## config.mk

```make
export PLATFORM = sky130hd
export DESIGN_NAME = caseless_fixed_length_replace
export DESIGN_NICKNAME = d
export VERILOG_FILES = /design/src/sv/cflr_pkg.sv /design/src/sv/cflr_regs.sv /design/src/sv/cflr_match.sv /design/src/sv/cflr_outreg.sv /design/src/sv/caseless_fixed_length_replace.sv
export VERILOG_INCLUDE_DIRS = /design/src /design/src/sv
export SDC_FILE = /design/constraint.sdc
export NUM_CORES = 2
export LEC_CHECK = 0
export ABC_AREA = 0
export BUFFER_PORTS_ARGS = -buffer_cell sky130_fd_sc_hd__buf_2
export CAP_MARGIN = 10
export CORE_AREA = 2 2 232 234
export CTS_CLUSTER_DIAMETER = 150
export DETAILED_ROUTE_END_ITERATION = 6
export DIE_AREA = 0 0 234 236
export GPL_TIMING_DRIVEN = 0
export PLACE_DENSITY = 0.87
export SETUP_SLACK_MARGIN = 0.3
export SYNTH_ARGS = -nofsm -noshare
export SYNTH_HDL_FRONTEND = slang
export SYNTH_SLANG_ARGS = --single-unit
```

## constraint.sdc

```tcl
create_clock -name clk -period 5.8 [get_ports clk]
set_input_delay 0.58 -clock clk [delete_from_list [all_inputs] [get_ports clk]]
set_output_delay 0.58 -clock clk [all_outputs]
set_load 0.01 [all_outputs]
```

## src/sv/assert_macros.svh

```systemverilog
// ----------------------------------------------------------------------------
// Assertion macros
// Shared concurrent-check wrappers; all sample on clk and idle during reset.
// ----------------------------------------------------------------------------
`ifndef ASSERT_MACROS_SVH
`define ASSERT_MACROS_SVH

// Invariant that holds at every clock edge out of reset.
`define CFLR_CHECK(label, expr, msg) \
  label: assert property (@(posedge clk) disable iff (!rst_n) (expr)) else $error(msg);

// Same-cycle implication.
`define CFLR_CHECK_IMPL(label, ante, cons, msg) \
  label: assert property (@(posedge clk) disable iff (!rst_n) (ante) |-> (cons)) else $error(msg);

// Next-cycle implication.
`define CFLR_CHECK_NEXT(label, ante, cons, msg) \
  label: assert property (@(posedge clk) disable iff (!rst_n) (ante) |=> (cons)) else $error(msg);

`endif

```

## src/sv/cflr_pkg.sv

```systemverilog
// ----------------------------------------------------------------------------
// cflr_pkg
// Types, register map and byte helpers for the caseless replace block.
// ----------------------------------------------------------------------------
`default_nettype none

package cflr_pkg;

  localparam int unsigned ADDR_W = 6;
  localparam int unsigned DATA_W = 64;
  localparam int unsigned LEN_W  = 5;

  // Register indexes (byte address = 8 * index)
  localparam logic [2:0] REG_LEN    = 3'd0;
  localparam logic [2:0] REG_OLD_LO = 3'd1;
  localparam logic [2:0] REG_OLD_HI = 3'd2;
  localparam logic [2:0] REG_NEW_LO = 3'd3;
  localparam logic [2:0] REG_NEW_HI = 3'd4;

  typedef struct packed {
    logic [LEN_W-1:0]  len;
    logic [DATA_W-1:0] old_lo;
    logic [DATA_W-1:0] old_hi;
    logic [DATA_W-1:0] new_lo;
    logic [DATA_W-1:0] new_hi;
  } cfg_t;

  typedef struct packed {
    logic [LEN_W-1:0] len_eff;  // length in force (1 when out of range)
    logic             hit;      // window front matches and replacing is enabled
  } match_t;

  // Fold ASCII upper case to lower case; every other byte is kept.
  function automatic logic [7:0] fold(input logic [7:0] c);
    return (c >= 8'h41 && c <= 8'h5A) ? c + 8'h20 : c;
  endfunction

  // Byte idx of a 16-byte pattern split over two 64-bit words.
  function automatic logic [7:0] pat_byte(input logic [DATA_W-1:0] lo,
                                          input logic [DATA_W-1:0] hi,
                                          input logic [3:0]        idx);
    logic [DATA_W-1:0] w;
    w = idx[3] ? hi : lo;
    return w[{idx[2:0], 3'b000} +: 8];
  endfunction

endpackage

`default_nettype wire

```

## src/sv/cflr_regs.sv

```systemverilog
// ----------------------------------------------------------------------------
// cflr_regs
// APB register file: pattern length and the search and replacement patterns.
// ----------------------------------------------------------------------------
`default_nettype none

module cflr_regs (
  input  logic                         clk,
  input  logic                         rst_n,
  input  logic                         psel,
  input  logic                         penable,
  input  logic                         pwrite,
  input  logic [cflr_pkg::ADDR_W-1:0]  paddr,
  input  logic [cflr_pkg::DATA_W-1:0]  pwdata,
  output logic [cflr_pkg::DATA_W-1:0]  prdata,
  output logic                         pready,
  output cflr_pkg::cfg_t               cfg,
  output logic                         wr
);
  import cflr_pkg::*;

  logic [LEN_W-1:0]  len_r,    len_nxt;
  logic [DATA_W-1:0] old_lo_r, old_lo_nxt;
  logic [DATA_W-1:0] old_hi_r, old_hi_nxt;
  logic [DATA_W-1:0] new_lo_r, new_lo_nxt;
  logic [DATA_W-1:0] new_hi_r, new_hi_nxt;
  logic [2:0]        idx;

  assign pready = 1'b1;
  assign wr     = psel && penable && pwrite;
  assign idx    = paddr[ADDR_W-1:3];

  always_comb begin
    len_nxt    = len_r;
    old_lo_nxt = old_lo_r;
    old_hi_nxt = old_hi_r;
    new_lo_nxt = new_lo_r;
    new_hi_nxt = new_hi_r;
    if (wr) begin
      unique case (idx)
        REG_LEN:    len_nxt    = pwdata[LEN_W-1:0];
        REG_OLD_LO: old_lo_nxt = pwdata;
        REG_OLD_HI: old_hi_nxt = pwdata;
        REG_NEW_LO: new_lo_nxt = pwdata;
        REG_NEW_HI: new_hi_nxt = pwdata;
        default: ;
      endcase
    end
  end

  always_comb begin
    unique case (idx)
      REG_LEN:    prdata = DATA_W'(len_r);
      REG_OLD_LO: prdata = old_lo_r;
      REG_OLD_HI: prdata = old_hi_r;
      REG_NEW_LO: prdata = new_lo_r;
      REG_NEW_HI: prdata = new_hi_r;
      default:    prdata = '0;
    endcase
  end

  always_ff @(posedge clk) begin
    if (!rst_n) begin
      len_r    <= LEN_W'(1);
      old_lo_r <= '0;
      old_hi_r <= '0;
      new_lo_r <= '0;
      new_hi_r <= '0;
    end else begin
      len_r    <= len_nxt;
      old_lo_r <= old_lo_nxt;
      old_hi_r <= old_hi_nxt;
      new_lo_r <= new_lo_nxt;
      new_hi_r <= new_hi_nxt;
    end
  end

  assign cfg.len    = len_r;
  assign cfg.old_lo = old_lo_r;
  assign cfg.old_hi = old_hi_r;
  assign cfg.new_lo = new_lo_r;
  assign cfg.new_hi = new_hi_r;

endmodule

`default_nettype wire

```

## src/sv/cflr_match.sv

```systemverilog
// ----------------------------------------------------------------------------
// cflr_match
// Parallel caseless compare of the window front against the search pattern.
// ----------------------------------------------------------------------------
`default_nettype none

module cflr_match #(
  parameter int unsigned MAX_PATTERN = 16
) (
  input  cflr_pkg::cfg_t   cfg,
  input  logic [7:0]       win [MAX_PATTERN],
  output cflr_pkg::match_t res
);
  import cflr_pkg::*;

  always_comb begin
    logic       len_ok;
    logic       peq;
    logic       same;
    logic [7:0] ob;
    logic [7:0] nb;
    len_ok = (cfg.len != '0) && (int'(cfg.len) <= int'(MAX_PATTERN));
    peq    = 1'b1;
    same   = 1'b1;
    ob     = '0;
    nb     = '0;
    for (int i = 0; i < int'(MAX_PATTERN); i++) begin
      if (i < int'(cfg.len)) begin
        ob = pat_byte(cfg.old_lo, cfg.old_hi, 4'(i));
        nb = pat_byte(cfg.new_lo, cfg.new_hi, 4'(i));
        if (fold(ob) != fold(nb)) peq = 1'b0;
        if (fold(win[i]) != fold(ob)) same = 1'b0;
      end
    end
    res.len_eff = len_ok ? cfg.len : LEN_W'(1);
    // patterns equal ignoring case: never replace
    res.hit     = len_ok && !peq && same;
  end

endmodule

`default_nettype wire

```

## src/sv/cflr_outreg.sv

```systemverilog
// ----------------------------------------------------------------------------
// cflr_outreg
// Output register for the result stream; loads on load; free if empty or read.
// ----------------------------------------------------------------------------
`default_nettype none

module cflr_outreg (
  input  logic       clk,
  input  logic       rst_n,
  input  logic       load,
  input  logic [7:0] data_i,
  input  logic       last_i,
  input  logic       ready_i,
  output logic       valid_o,
  output logic [7:0] data_o,
  output logic       last_o,
  output logic       free
);
  logic       valid_r, valid_nxt;
  logic [7:0] data_r;
  logic       last_r;

  assign free = !valid_r || ready_i;

  always_comb begin
    valid_nxt = valid_r;
    if (load) valid_nxt = 1'b1;
    else if (ready_i) valid_nxt = 1'b0;
  end

  always_ff @(posedge clk) begin
    if (!rst_n) begin
      valid_r <= 1'b0;
    end else begin
      valid_r <= valid_nxt;
    end
  end

  always_ff @(posedge clk) begin
    if (load) begin
      data_r <= data_i;
      last_r <= last_i;
    end
  end

  assign valid_o = valid_r;
  assign data_o  = data_r;
  assign last_o  = last_r;

endmodule

`default_nettype wire

```

## src/sv/caseless_fixed_length_replace.sv

```systemverilog
// ----------------------------------------------------------------------------
// caseless_fixed_length_replace
// Rewrites leftmost, non-overlapping, ASCII-caseless occurrences of a search
// pattern in a byte stream with a replacement pattern of the same length.
// ----------------------------------------------------------------------------
//
//  channel | ports      | width | contents
//  --------+------------+-------+-------------------------------------------
//  in      | in_t*      | 8+1   | tdata = data_byte, tlast = last_byte
//  out     | out_t*     | 8+1   | tdata = out_byte,  tlast = out_last
//  cfg     | cfg_p*     | 64    | APB, register i at byte address 8*i
//
//  One byte in and one byte out per cycle sustained while the output is not
//  stalled; the window decides one byte (or one whole match) per cycle in a
//  single compare-and-shift pass. An output byte is presented by the output
//  register in the cycle after its decision.
//  Reset (synchronous, rst_n low) empties the window and the output register
//  and restores length 1 with all-zero patterns.
//  A stalled output freezes the window; input is taken until it holds
//  MAX_PATTERN + 1 bytes.
//
`default_nettype none
`include "assert_macros.svh"

module caseless_fixed_length_replace #(
  parameter int unsigned MAX_PATTERN = 16
) (
  input  logic                         clk,
  input  logic                         rst_n,
  // input stream
  input  logic                         in_tvalid,
  output logic                         in_tready,
  input  logic [7:0]                   in_tdata,   // [7:0] data_byte
  input  logic                         in_tlast,
  // result stream
  output logic                         out_tvalid,
  input  logic                         out_tready,
  output logic [7:0]                   out_tdata,  // [7:0] out_byte
  output logic                         out_tlast,
  // configuration
  input  logic                         cfg_psel,
  input  logic                         cfg_penable,
  input  logic                         cfg_pwrite,
  input  logic [cflr_pkg::ADDR_W-1:0]  cfg_paddr,
  input  logic [cflr_pkg::DATA_W-1:0]  cfg_pwdata,
  output logic [cflr_pkg::DATA_W-1:0]  cfg_prdata,
  output logic                         cfg_pready
);
  import cflr_pkg::*;

  // Window: the pattern length at most, plus one slot so that a full-length
  // compare and an incoming transfer can overlap.
  localparam int unsigned DEPTH = MAX_PATTERN + 1;
  localparam int unsigned FW    = $clog2(DEPTH + 1);
  localparam int unsigned CMW   = $clog2(MAX_PATTERN + 1);

  cfg_t   cfg;
  logic   cfg_wr;
  match_t mres;

  logic [7:0]       win_r [DEPTH];
  logic [7:0]       win_nxt [DEPTH];
  logic [DEPTH-1:0] wlast_r, wlast_nxt;
  logic [FW-1:0]    fill_r, fill_nxt;      // bytes held in the window
  logic [CMW-1:0]   commit_r, commit_nxt;  // front bytes already decided
  logic             armed_r, armed_nxt;    // a transfer came in since last cfg write

  logic [7:0] cmp_win [MAX_PATTERN];
  logic       in_acc;
  logic       out_free;
  logic       busy;
  logic       lastin;
  logic       can_cmp;
  logic       take_match;
  logic       take_plain;
  logic       emit;
  logic [7:0] emit_byte;

  // --------------------------------------------------------------------------
  // Configuration registers
  // --------------------------------------------------------------------------
  cflr_regs u_regs (
    .clk     (clk),
    .rst_n   (rst_n),
    .psel    (cfg_psel),
    .penable (cfg_penable),
    .pwrite  (cfg_pwrite),
    .paddr   (cfg_paddr),
    .pwdata  (cfg_pwdata),
    .prdata  (cfg_prdata),
    .pready  (cfg_pready),
    .cfg     (cfg),
    .wr      (cfg_wr)
  );

  // --------------------------------------------------------------------------
  // Front-of-window compare
  // --------------------------------------------------------------------------
  always_comb begin
    for (int i = 0; i < int'(MAX_PATTERN); i++) cmp_win[i] = win_r[i];
  end

  cflr_match #(
    .MAX_PATTERN (MAX_PATTERN)
  ) u_match (
    .cfg (cfg),
    .win (cmp_win),
    .res (mres)
  );

  // --------------------------------------------------------------------------
  // Decision for this cycle
  // --------------------------------------------------------------------------
  assign in_tready = (fill_r != FW'(DEPTH));
  assign in_acc    = in_tvalid && in_tready;

  always_comb begin
    // A buffer end inside the first len-1 held bytes means no full match can
    // start at the front any more: flush the front byte as it is.
    lastin = 1'b0;
    for (int i = 0; i < int'(DEPTH); i++) begin
      if (wlast_r[i] && (i < int'(fill_r)) && (i + 1 < int'(mres.len_eff))) lastin = 1'b1;
    end
    busy       = (commit_r != '0);
    // Hold uncommitted bytes until a transfer arrives after a cfg write, so
    // the held bytes see the complete new configuration.
    can_cmp    = armed_r && !busy && !lastin && (int'(fill_r) >= int'(mres.len_eff));
    take_match = can_cmp && mres.hit;
    take_plain = busy || (armed_r && lastin) || (can_cmp && !mres.hit);
    emit       = out_free && (take_match || take_plain);
    emit_byte  = take_match ? pat_byte(cfg.new_lo, cfg.new_hi, 4'd0) : win_r[0];
  end

  // --------------------------------------------------------------------------
  // Window update: shift out the emitted byte, drop the replacement into the
  // rest of a match, append the incoming transfer behind the held bytes.
  // --------------------------------------------------------------------------
  always_comb begin
    int pos;
    for (int i = 0; i < int'(DEPTH); i++) begin
      win_nxt[i]   = win_r[i];
      wlast_nxt[i] = wlast_r[i];
    end
    if (emit) begin
      for (int i = 0; i < int'(DEPTH) - 1; i++) begin
        win_nxt[i]   = win_r[i+1];
        wlast_nxt[i] = wlast_r[i+1];
      end
    end
    // replaced bytes keep the buffer-end flag of the bytes they stand for
    if (emit && take_match) begin
      for (int i = 0; i < int'(MAX_PATTERN) - 1; i++) begin
        if (i + 1 < int'(mres.len_eff)) win_nxt[i] = pat_byte(cfg.new_lo, cfg.new_hi, 4'(i + 1));
      end
    end
    pos = int'(fill_r) - (emit ? 1 : 0);
    if (in_acc) begin
      for (int i = 0; i < int'(DEPTH); i++) begin
        if (i == pos) begin
          win_nxt[i]   = in_tdata;
          wlast_nxt[i] = in_tlast;
        end
      end
    end
  end

  always_comb begin
    fill_nxt = fill_r + FW'(in_acc) - FW'(emit);

    commit_nxt = commit_r;
    if (emit && take_match) commit_nxt = CMW'(mres.len_eff - LEN_W'(1));
    else if (emit && busy) commit_nxt = commit_r - CMW'(1);

    armed_nxt = armed_r;
    if (cfg_wr) armed_nxt = 1'b0;
    else if (in_acc) armed_nxt = 1'b1;
  end

  always_ff @(posedge clk) begin
    if (!rst_n) begin
      fill_r   <= '0;
      commit_r <= '0;
      armed_r  <= 1'b0;
      wlast_r  <= '0;
    end else begin
      fill_r   <= fill_nxt;
      commit_r <= commit_nxt;
      armed_r  <= armed_nxt;
      wlast_r  <= wlast_nxt;
    end
  end

  always_ff @(posedge clk) begin
    for (int i = 0; i < int'(DEPTH); i++) win_r[i] <= win_nxt[i];
  end

  // --------------------------------------------------------------------------
  // Output register
  // --------------------------------------------------------------------------
  cflr_outreg u_out (
    .clk     (clk),
    .rst_n   (rst_n),
    .load    (emit),
    .data_i  (emit_byte),
    .last_i  (wlast_r[0]),
    .ready_i (out_tready),
    .valid_o (out_tvalid),
    .data_o  (out_tdata),
    .last_o  (out_tlast),
    .free    (out_free)
  );

  // --------------------------------------------------------------------------
  // Checks
  // --------------------------------------------------------------------------
  `CFLR_CHECK(a_commit_held, int'(fill_r) >= int'(commit_r), "committed bytes exceed window fill")
  `CFLR_CHECK_IMPL(a_empty_quiet, fill_r == '0, !emit, "emit from an empty window")
  `CFLR_CHECK_NEXT(a_match_out, emit && take_match, out_tvalid, "match decision did not reach output")

endmodule

`default_nettype wire

```

Yosys cells after proc, flatten, opt, wreduce, memory -nomap -nowiden

Memory sizes are Yosys's and may differ from the RTL's.
Cells that the tools add are included.

Register bits: 299
RAM bits: 136
Output and inout port bits: 76
Memories: 1

Memories:

| name  | depth | width | rd ports | clocked after Yosys merged registers in | wr ports | line                                | source |
|---|---|---|---|---|---|---|---|
| win_r | 17    | 8     | 17       | 0                                       | 17       | caseless_fixed_length_replace.sv:61 | `logic [7:0] win_r [DEPTH];` |

Add/subtract/negate cells: 53
Magnitude comparators: 148
Eq/ne operators: 53
Multiplexer cells: 190
Bitwise logic cells: 1
Reduce and logical (&&, ||, !) cells: 119

Operators with widths:

| cell                                                      | count |
|---|---|
| two-way mux 8 bit                                         | 81 |
| adder 8 x 6 -> 8 bit, second input constant               | 48 |
| >= comparator 8 x 7 -> 1 bit, second input constant       | 48 |
| <= comparator 8 x 7 -> 1 bit, second input constant       | 48 |
| case mux 64 bit (5 select lines)                          | 1 |
| != test 8 bit                                             | 32 |
| two-way mux 136 bit                                       | 1 |
| two-way mux 128 bit                                       | 1 |
| less-than comparator 4 x 5 -> 1 bit, first input constant | 24 |
| two-way mux 120 bit                                       | 1 |
| two-way mux 1 bit                                         | 100 |
| logical AND 1 bit                                         | 97 |
| less-than comparator 3 x 5 -> 1 bit, first input constant | 12 |
| equality test 5 x 6 -> 1 bit, first input constant        | 8 |
| zero test 32 bit                                          | 1 |
| two-way mux 16 bit                                        | 2 |
| less-than comparator 2 x 5 -> 1 bit, first input constant | 6 |
| less-than comparator 1 x 5 -> 1 bit, first input constant | 5 |
| equality test 4 x 6 -> 1 bit, first input constant        | 4 |
| less-than comparator 5 bit, first input constant          | 3 |
| two-way mux 5 bit                                         | 3 |
| equality test 3 x 6 -> 1 bit, first input constant        | 2 |
| AND reduction 2 bit                                       | 6 |
| nonzero test 5 bit                                        | 2 |
| other kinds (18)                                          | 28 |

Depth between registers and ports, before layout

Word-level depth: 49
Gate-level depth with buffers: 30
Gate-level depth less buffers: 26

By module

Synthesis repeated with hierarchy kept, for this count alone.

Cells, all modules: 3264
Area, all modules: 28073.2 sq um

Modules (own cells, without submodules):

| module                        | instances | cells each | area each (sq um) | sequential area each (sq um) |
|---|---|---|---|---|
| cflr_regs                     | 1         | 1162       | 11442.2           | 5225.0 |
| caseless_fixed_length_replace | 1         | 1051       | 9258.9            | 3363.2 |
| cflr_match                    | 1         | 1038       | 7053.0            | 0.0 |
| cflr_outreg                   | 1         | 13         | 319.1             | 290.3 |

Worst setup path after synthesis

Ideal clock, no wire load.

Path kind: register -> register
Start: reg u_regs.len_r[4]
End: reg wlast_r[16]
Data arrival time: 5.989 ns
Data required time: 5.684 ns
Path slack: -0.305 ns
Cell stages (with the launch flop): 27
Period minus slack after synthesis: 6.105 ns
Cell sequence: dfxtp_1 -> clkbuf_1 -> clkbuf_1 -> clkbuf_1 -> nor3_1 -> nor3_1 -> inv_1 -> ha_1 -> nand2b_1 -> a21oi_1 -> nor2b_1 -> o21ai_0 -> o2bb2ai_1 -> nand4_1 -> a21oi_1 -> nand2b_1 -> clkbuf_1 -> inv_2 -> clkbuf_1 -> ha_1 -> ha_1 -> xor2_1 -> or2_2 -> clkbuf_1 -> nor4b_1 -> mux2i_1 -> nor2b_1

Longest elaborated chain between the ends: 44
Elaborated cells between the ends (all ways): 152
Those cells by class: 1 x add/sub; 35 x order compare; 1 x eq/ne; 81 x mux; 34 x reduce/logical

Ends and longest elaborated chain:

| element                             | line                                 | source |
|---|---|---|
| start, declared                     | cflr_regs.sv:22                      | `logic [LEN_W-1:0] len_r, len_nxt;` |
| start signal, assigned              | cflr_regs.sv:70                      | `len_r <= len_nxt;` |
| less-than comparator 1 x 5 -> 1 bit | cflr_match.sv:28                     | `if (i < int'(cfg.len)) begin` |
| two-way mux 1 bit                   | cflr_match.sv:28                     |  |
| two-way mux 1 bit                   | cflr_match.sv:31                     | `if (fold(ob) != fold(nb)) peq = 1'b0;` |
| two-way mux 1 bit                   | cflr_match.sv:28                     |  |
| two-way mux 1 bit                   | cflr_match.sv:31                     |  |
| two-way mux 1 bit                   | cflr_match.sv:28                     |  |
| two-way mux 1 bit                   | cflr_match.sv:31                     |  |
| two-way mux 1 bit                   | cflr_match.sv:28                     |  |
| (+29 left out)                      | n/a                                  |  |
| logical OR 1 bit                    | caseless_fixed_length_replace.sv:129 | `take_plain = busy \|\| (armed_r && lastin) \|\| (can_cmp && !mres.hit);` |
| logical OR 1 bit *                  | caseless_fixed_length_replace.sv:130 | `emit = out_free && (take_match \|\| take_plain);` |
| logical AND 1 bit *                 | caseless_fixed_length_replace.sv:130 |  |
| net emit                            | caseless_fixed_length_replace.sv:76  | `logic emit;` |
| two-way mux 1 bit *                 | caseless_fixed_length_replace.sv:156 | `pos = int'(fill_r) - (emit ? 1 : 0);` |
| subtractor 5 x 1 -> 6 bit *         | caseless_fixed_length_replace.sv:156 |  |
| equality test 6 bit *               | caseless_fixed_length_replace.sv:159 | `if (i == pos) begin` |
| AND reduction 2 bit (no line) *     | n/a                                  |  |
| end signal, assigned                | caseless_fixed_length_replace.sv:189 | `wlast_r <= wlast_nxt;` |
| end, declared                       | caseless_fixed_length_replace.sv:63  | `logic [DEPTH-1:0] wlast_r, wlast_nxt;` |

The timed path passes the listed nets; every way through them passes the cells marked *.
A chain may end at the register's enable or synchronous reset.

Final worst setup path

Start: in cfg_paddr[3] in the netlist's numbering
End: out cfg_prdata[10] in the netlist's numbering

Longest elaborated chain between the ends: 2
Elaborated cells between the ends (all ways): 6
Those cells by class: 4 x eq/ne; 1 x mux; 1 x reduce/logical

Ends and longest elaborated chain:

| element                                           | line                                | source |
|---|---|---|
| start, declared                                   | caseless_fixed_length_replace.sv:44 | `input logic [cflr_pkg::ADDR_W-1:0] cfg_paddr,` |
| equality test 3 bit, or another cell as far along | cflr_regs.sv:52                     | `unique case (idx)` |
| case mux 64 bit (5 select lines) *                | cflr_regs.sv:52                     |  |
| end, declared                                     | caseless_fixed_length_replace.sv:46 | `output logic [cflr_pkg::DATA_W-1:0] cfg_prdata,` |

Mark *: on every way between the ends. The rest lies on a longest branch, timed or not.

==> summary.txt <==
Drt
  • DRC violation count after routing: 9
  • Drt first-iter violations: 5088
  • Final wirelength: 119700 microns
  • Number of vias after detailed routing: 31.74k
  • Detailed-route wire length per cell: 25.16 microns
  • Antenna viol nets, final: 0
  • Vias per std cell: 6.670
  • First-pass detailed-route iteration total: 7

Global routing
  • Maximum number of pins on one net before global-route repair: 21
  • First-pass GRT wire length: 174500 microns
  • Antenna violations before repair: 6
  • Remaining Overflow, GRT: 0
  • GRT Total Usage: 41.60%
  • Number of global-route vias before repair: 28.37k

Synthesis
  • Share of synthesized cell area in full adder, half adder and majority cells: 3.116%
  • Synth top area share: 29.10%
  • Fraction of the mapped netlist area in compound gates: 26.47%
  • Post-synthesis sequential element count: 435
  • Post-synth cell types: 84
  • Multiplexer fraction of the synthesized cell area: 3.050%
  • Cell with the most instances after synthesis: sky130_fd_sc_hd__nand2_1
  • Area contributors post-synth: sky130_fd_sc_hd__dfxtp_1 29%, sky130_fd_sc_hd__nand2_1 11%, sky130_fd_sc_hd__a21boi_0 6.9%, sky130_fd_sc_hd__xnor2_1 4.0%, sky130_fd_sc_hd__xor2_1 3.8%
  • Main flop type after synthesis: sky130_fd_sc_hd__dfxtp_1
  • Fraction of registers with async set or reset after synthesis: 0%
  • Post-synth net total: 3925
  • Cell types with the highest counts after synthesis: 826 x sky130_fd_sc_hd__nand2_1, 418 x sky130_fd_sc_hd__dfxtp_1, 264 x sky130_fd_sc_hd__a21boi_0
  • Number of flops mapped to enable cells by yosys: 17
  • Sequential share of the synthesized area: 30.88%
  • Xor and xnor area share after synthesis: 7.798%
  • Count of warnings emitted by yosys: 0
  • Main combinational cell family by area after synthesis: compound AO/OA/AOI/OAI gates
  • Synth area leader: sky130_fd_sc_hd__dfxtp_1
  • Synthesized cell area: 28750 sq um
  • Simple-Gate Fraction of Synth Area: 23.11%
  • Cell count after synthesis: 3768
  • Mean cell area of the mapped netlist: 7.631 sq um

Die
  • Core footprint: 53070 sq um
  • Chip height: 236 microns
  • Floorplan die width: 234 microns
  • Effective utilization at floorplan: 54.18%
  • Number of top-level pins: 162
  • Full die area: 55220 sq um
  • Number of rows created at floorplan: 85

Timing
  • Transition time at the pin with the least slew margin: 1546 ps
  • Total setup violations reported at the end of the flow: 0
  • Post-Route Setup TNS: 0 ps
  • Minimum period implied by the final worst setup slack: 5469 ps
  • Fin crit share: 94.29%
  • Relative slew slack: -3.045%
  • Worst clock skew on the final layout: 26.41 ps
  • F_max: 0.1829 GHz
  • Post-route worst setup slack: 331.3 ps
  • Hold Fails Final Rpt: 0
  • Number of slew-limit violations in the final report: 33
  • RSZ-0062 raised after global routing: no

Setup path
  • End of the worst register-to-register path: win_r[0][58]
  • Reg2Reg Setup Slack: 370 ps
  • Critical Path AT: 4890 ps
  • CP Data Required Time: 5220 ps
  • CP max FO: 10
  • Reg2reg start: u_regs.len_r[0]
  • Worst Reg-to-Reg Cells: 23
  • Element type at the critical path end: output pin
  • Startpoint Class: primary input
  • Worst Setup Path Type: primary input to output pin

Clock network
  • Clock Pin Slew Worst Setup and Hold Paths: 60 ps
  • CTS tree: done
  • Max clock buf depth: 3
  • TritonCTS Buffers: 47
  • Number of sinks driven by the clock tree: 435
  • Htree depth: 2
  • Clock latency of the later-clocked register in the worst-skew pair: 630 ps
  • Root buffer selected by CTS: sky130_fd_sc_hd__clkbuf_16

Finish
  • Proportion of layout cells with a drive suffix above 1: 10.48%
  • P&R area growth vs syn: 14.32%
  • Post-layout net count: 4164
  • Count of fill cells added during filler insertion: 4510

Placed design
  • Count of buffers from port buffering: 154
  • HPWL after detailed placement: 86180 microns
  • Gpl congestion: 1.065
  • Worst-case setup slack after placement: -1791 ps

Min path
  • Number of cells on the worst hold path: 1
  • Destination of the worst hold path: win_r[0][130]
  • Hold Path Class: primary input to register
  • Startpoint of the worst hold path: in_tdata[2]

Power
  • Leakage power of the design: 12.13 nW
  • VDD IR-drop max: 0.2527 mV
  • Total power density per cell area: 384.6 nW/um^2

Status
  • Result of the run: finished, violations left
  • Violated checks: design-rule violations, max-capacitance violations, max-slew violations

Run
  • Max-cap violations: 3
worst max path at each step:
stage / start / endpoint / slack, ps / cells after the start
floorplan: u_regs.len_r[4] / win_r[0][22] / 310 / 28
global placement: u_regs.len_r[4] / wlast_r[16] / -1970 / 26
detailed placement: u_regs.len_r[4] / win_r[0][58] / -1790 / 29
global route: u_regs.len_r[4] / win_r[0][127] / 260 / 29
finish: cfg_paddr[3] / cfg_prdata[10] / 330 / 9
CTS: u_regs.len_r[3] / win_r[0][43] / 290 / 30
final cells by class:
| class | count | area (sq um) | share of cell area [%] |
|---|---|---|---|
| multi-input combinational | 2926 | 18520 | 56.34 |
| timing repair buffer | 189 | 1139 | 3.464 |
| clock buffer | 56 | 1250 | 3.803 |
| antenna | 16 | 40.04 | 0.1218 |
| sequential | 435 | 8879 | 27.01 |
| buffer | 330 | 1421 | 4.324 |
| inverter | 78 | 292.8 | 0.8907 |
| clock inverter | 32 | 460.4 | 1.401 |
| tap | 696 | 870.8 | 2.649 |
registers in the layout, summed over array words and instances, names as in the netlist, 5 cells and up:
register / flops
u_regs.new_lo_r: 64
u_regs.len_r: 5
wlast_r: 17
u_out.data_o: 8
win_r: 136
commit_r: 5
fill_r: 5
u_regs.new_hi_r: 64
u_regs.old_hi_r: 64
u_regs.old_lo_r: 64
power by group:
part           leakage [nW]  internal, mW  switching (mW)
sequential             3.57          3.52           0.808
clock                 0.838          2.04            1.40
combinational          7.72          2.02            2.86
total                  12.1          7.58            5.07
kinds of logic after synthesis:
group	Yosys count
fa+ha+maj	71
other cells	1
xor+xnor	256
simple gates	1489
mux	84
flops	435
buf+inv	408
compound gates	1024
layout by cell type, fill, tap and decap left out, drive strengths merged, types with 17 or more instances in the layout:
cell type,instances
nand2,826
a221oi,92
nor4,34
dfxtp,418
a31oi,44
clkbuf,300
nand3,45
a22oi,132
nor2b,20
mux2i,64
a21oi,76
mux2,19
o31ai,126
a41oi,34
nor3,203
buf,275
nor2,149
o21a,29
a21boi,266
o21ai,73
ha,70
inv,81
and2,110
o41ai,18
xnor2,131
edfxtp,17
xor2,125
metal layers:
metal / GRT usage [%] / vias to the layer above / part of all wire [%]
li1: - / 13940 / -
met1: 51.40 / 14650 / 36
met2: 59.22 / 2522 / 41
met3: 16.54 / 617 / 16
met4: 27.62 / 6 / 7.8
met5: 0 / - / 0.049
what timing repair did:
action	CTS	global route
setup buffers	16	9
pin swaps	14	10
hold buffers	0	0
endpoints found under the setup margin	158	152
cloned	0	1
gates resized for setup	76	39
through the flow:
stage,power (mW),hold slack [ps],cell area [sq um],cells,utilization (%)
finish,12.64,141.0,32870,4758,61.94
global route,13.03,144.2,32830,4742,61.86
CTS,12.19,132.8,32570,4725,61.36
detailed placement,8.565,504.9,30470,4621,57.41
global placement,8.464,481.8,30420,4618,57.31
floorplan,7.172,423.5,28770,3768,-
worst max-delay path, stage by stage:
cell and delay (ps):
sky130_fd_sc_hd__clkbuf_1 360, sky130_fd_sc_hd__nor2b_1 430, sky130_fd_sc_hd__and2_1 200, sky130_fd_sc_hd__clkbuf_1 390, sky130_fd_sc_hd__clkbuf_1 1110, sky130_fd_sc_hd__clkbuf_1 1200, sky130_fd_sc_hd__a22oi_1 240, sky130_fd_sc_hd__nand2_1 210
sky130_fd_sc_hd__buf_2 160
(Power assumes the default switching activity.)
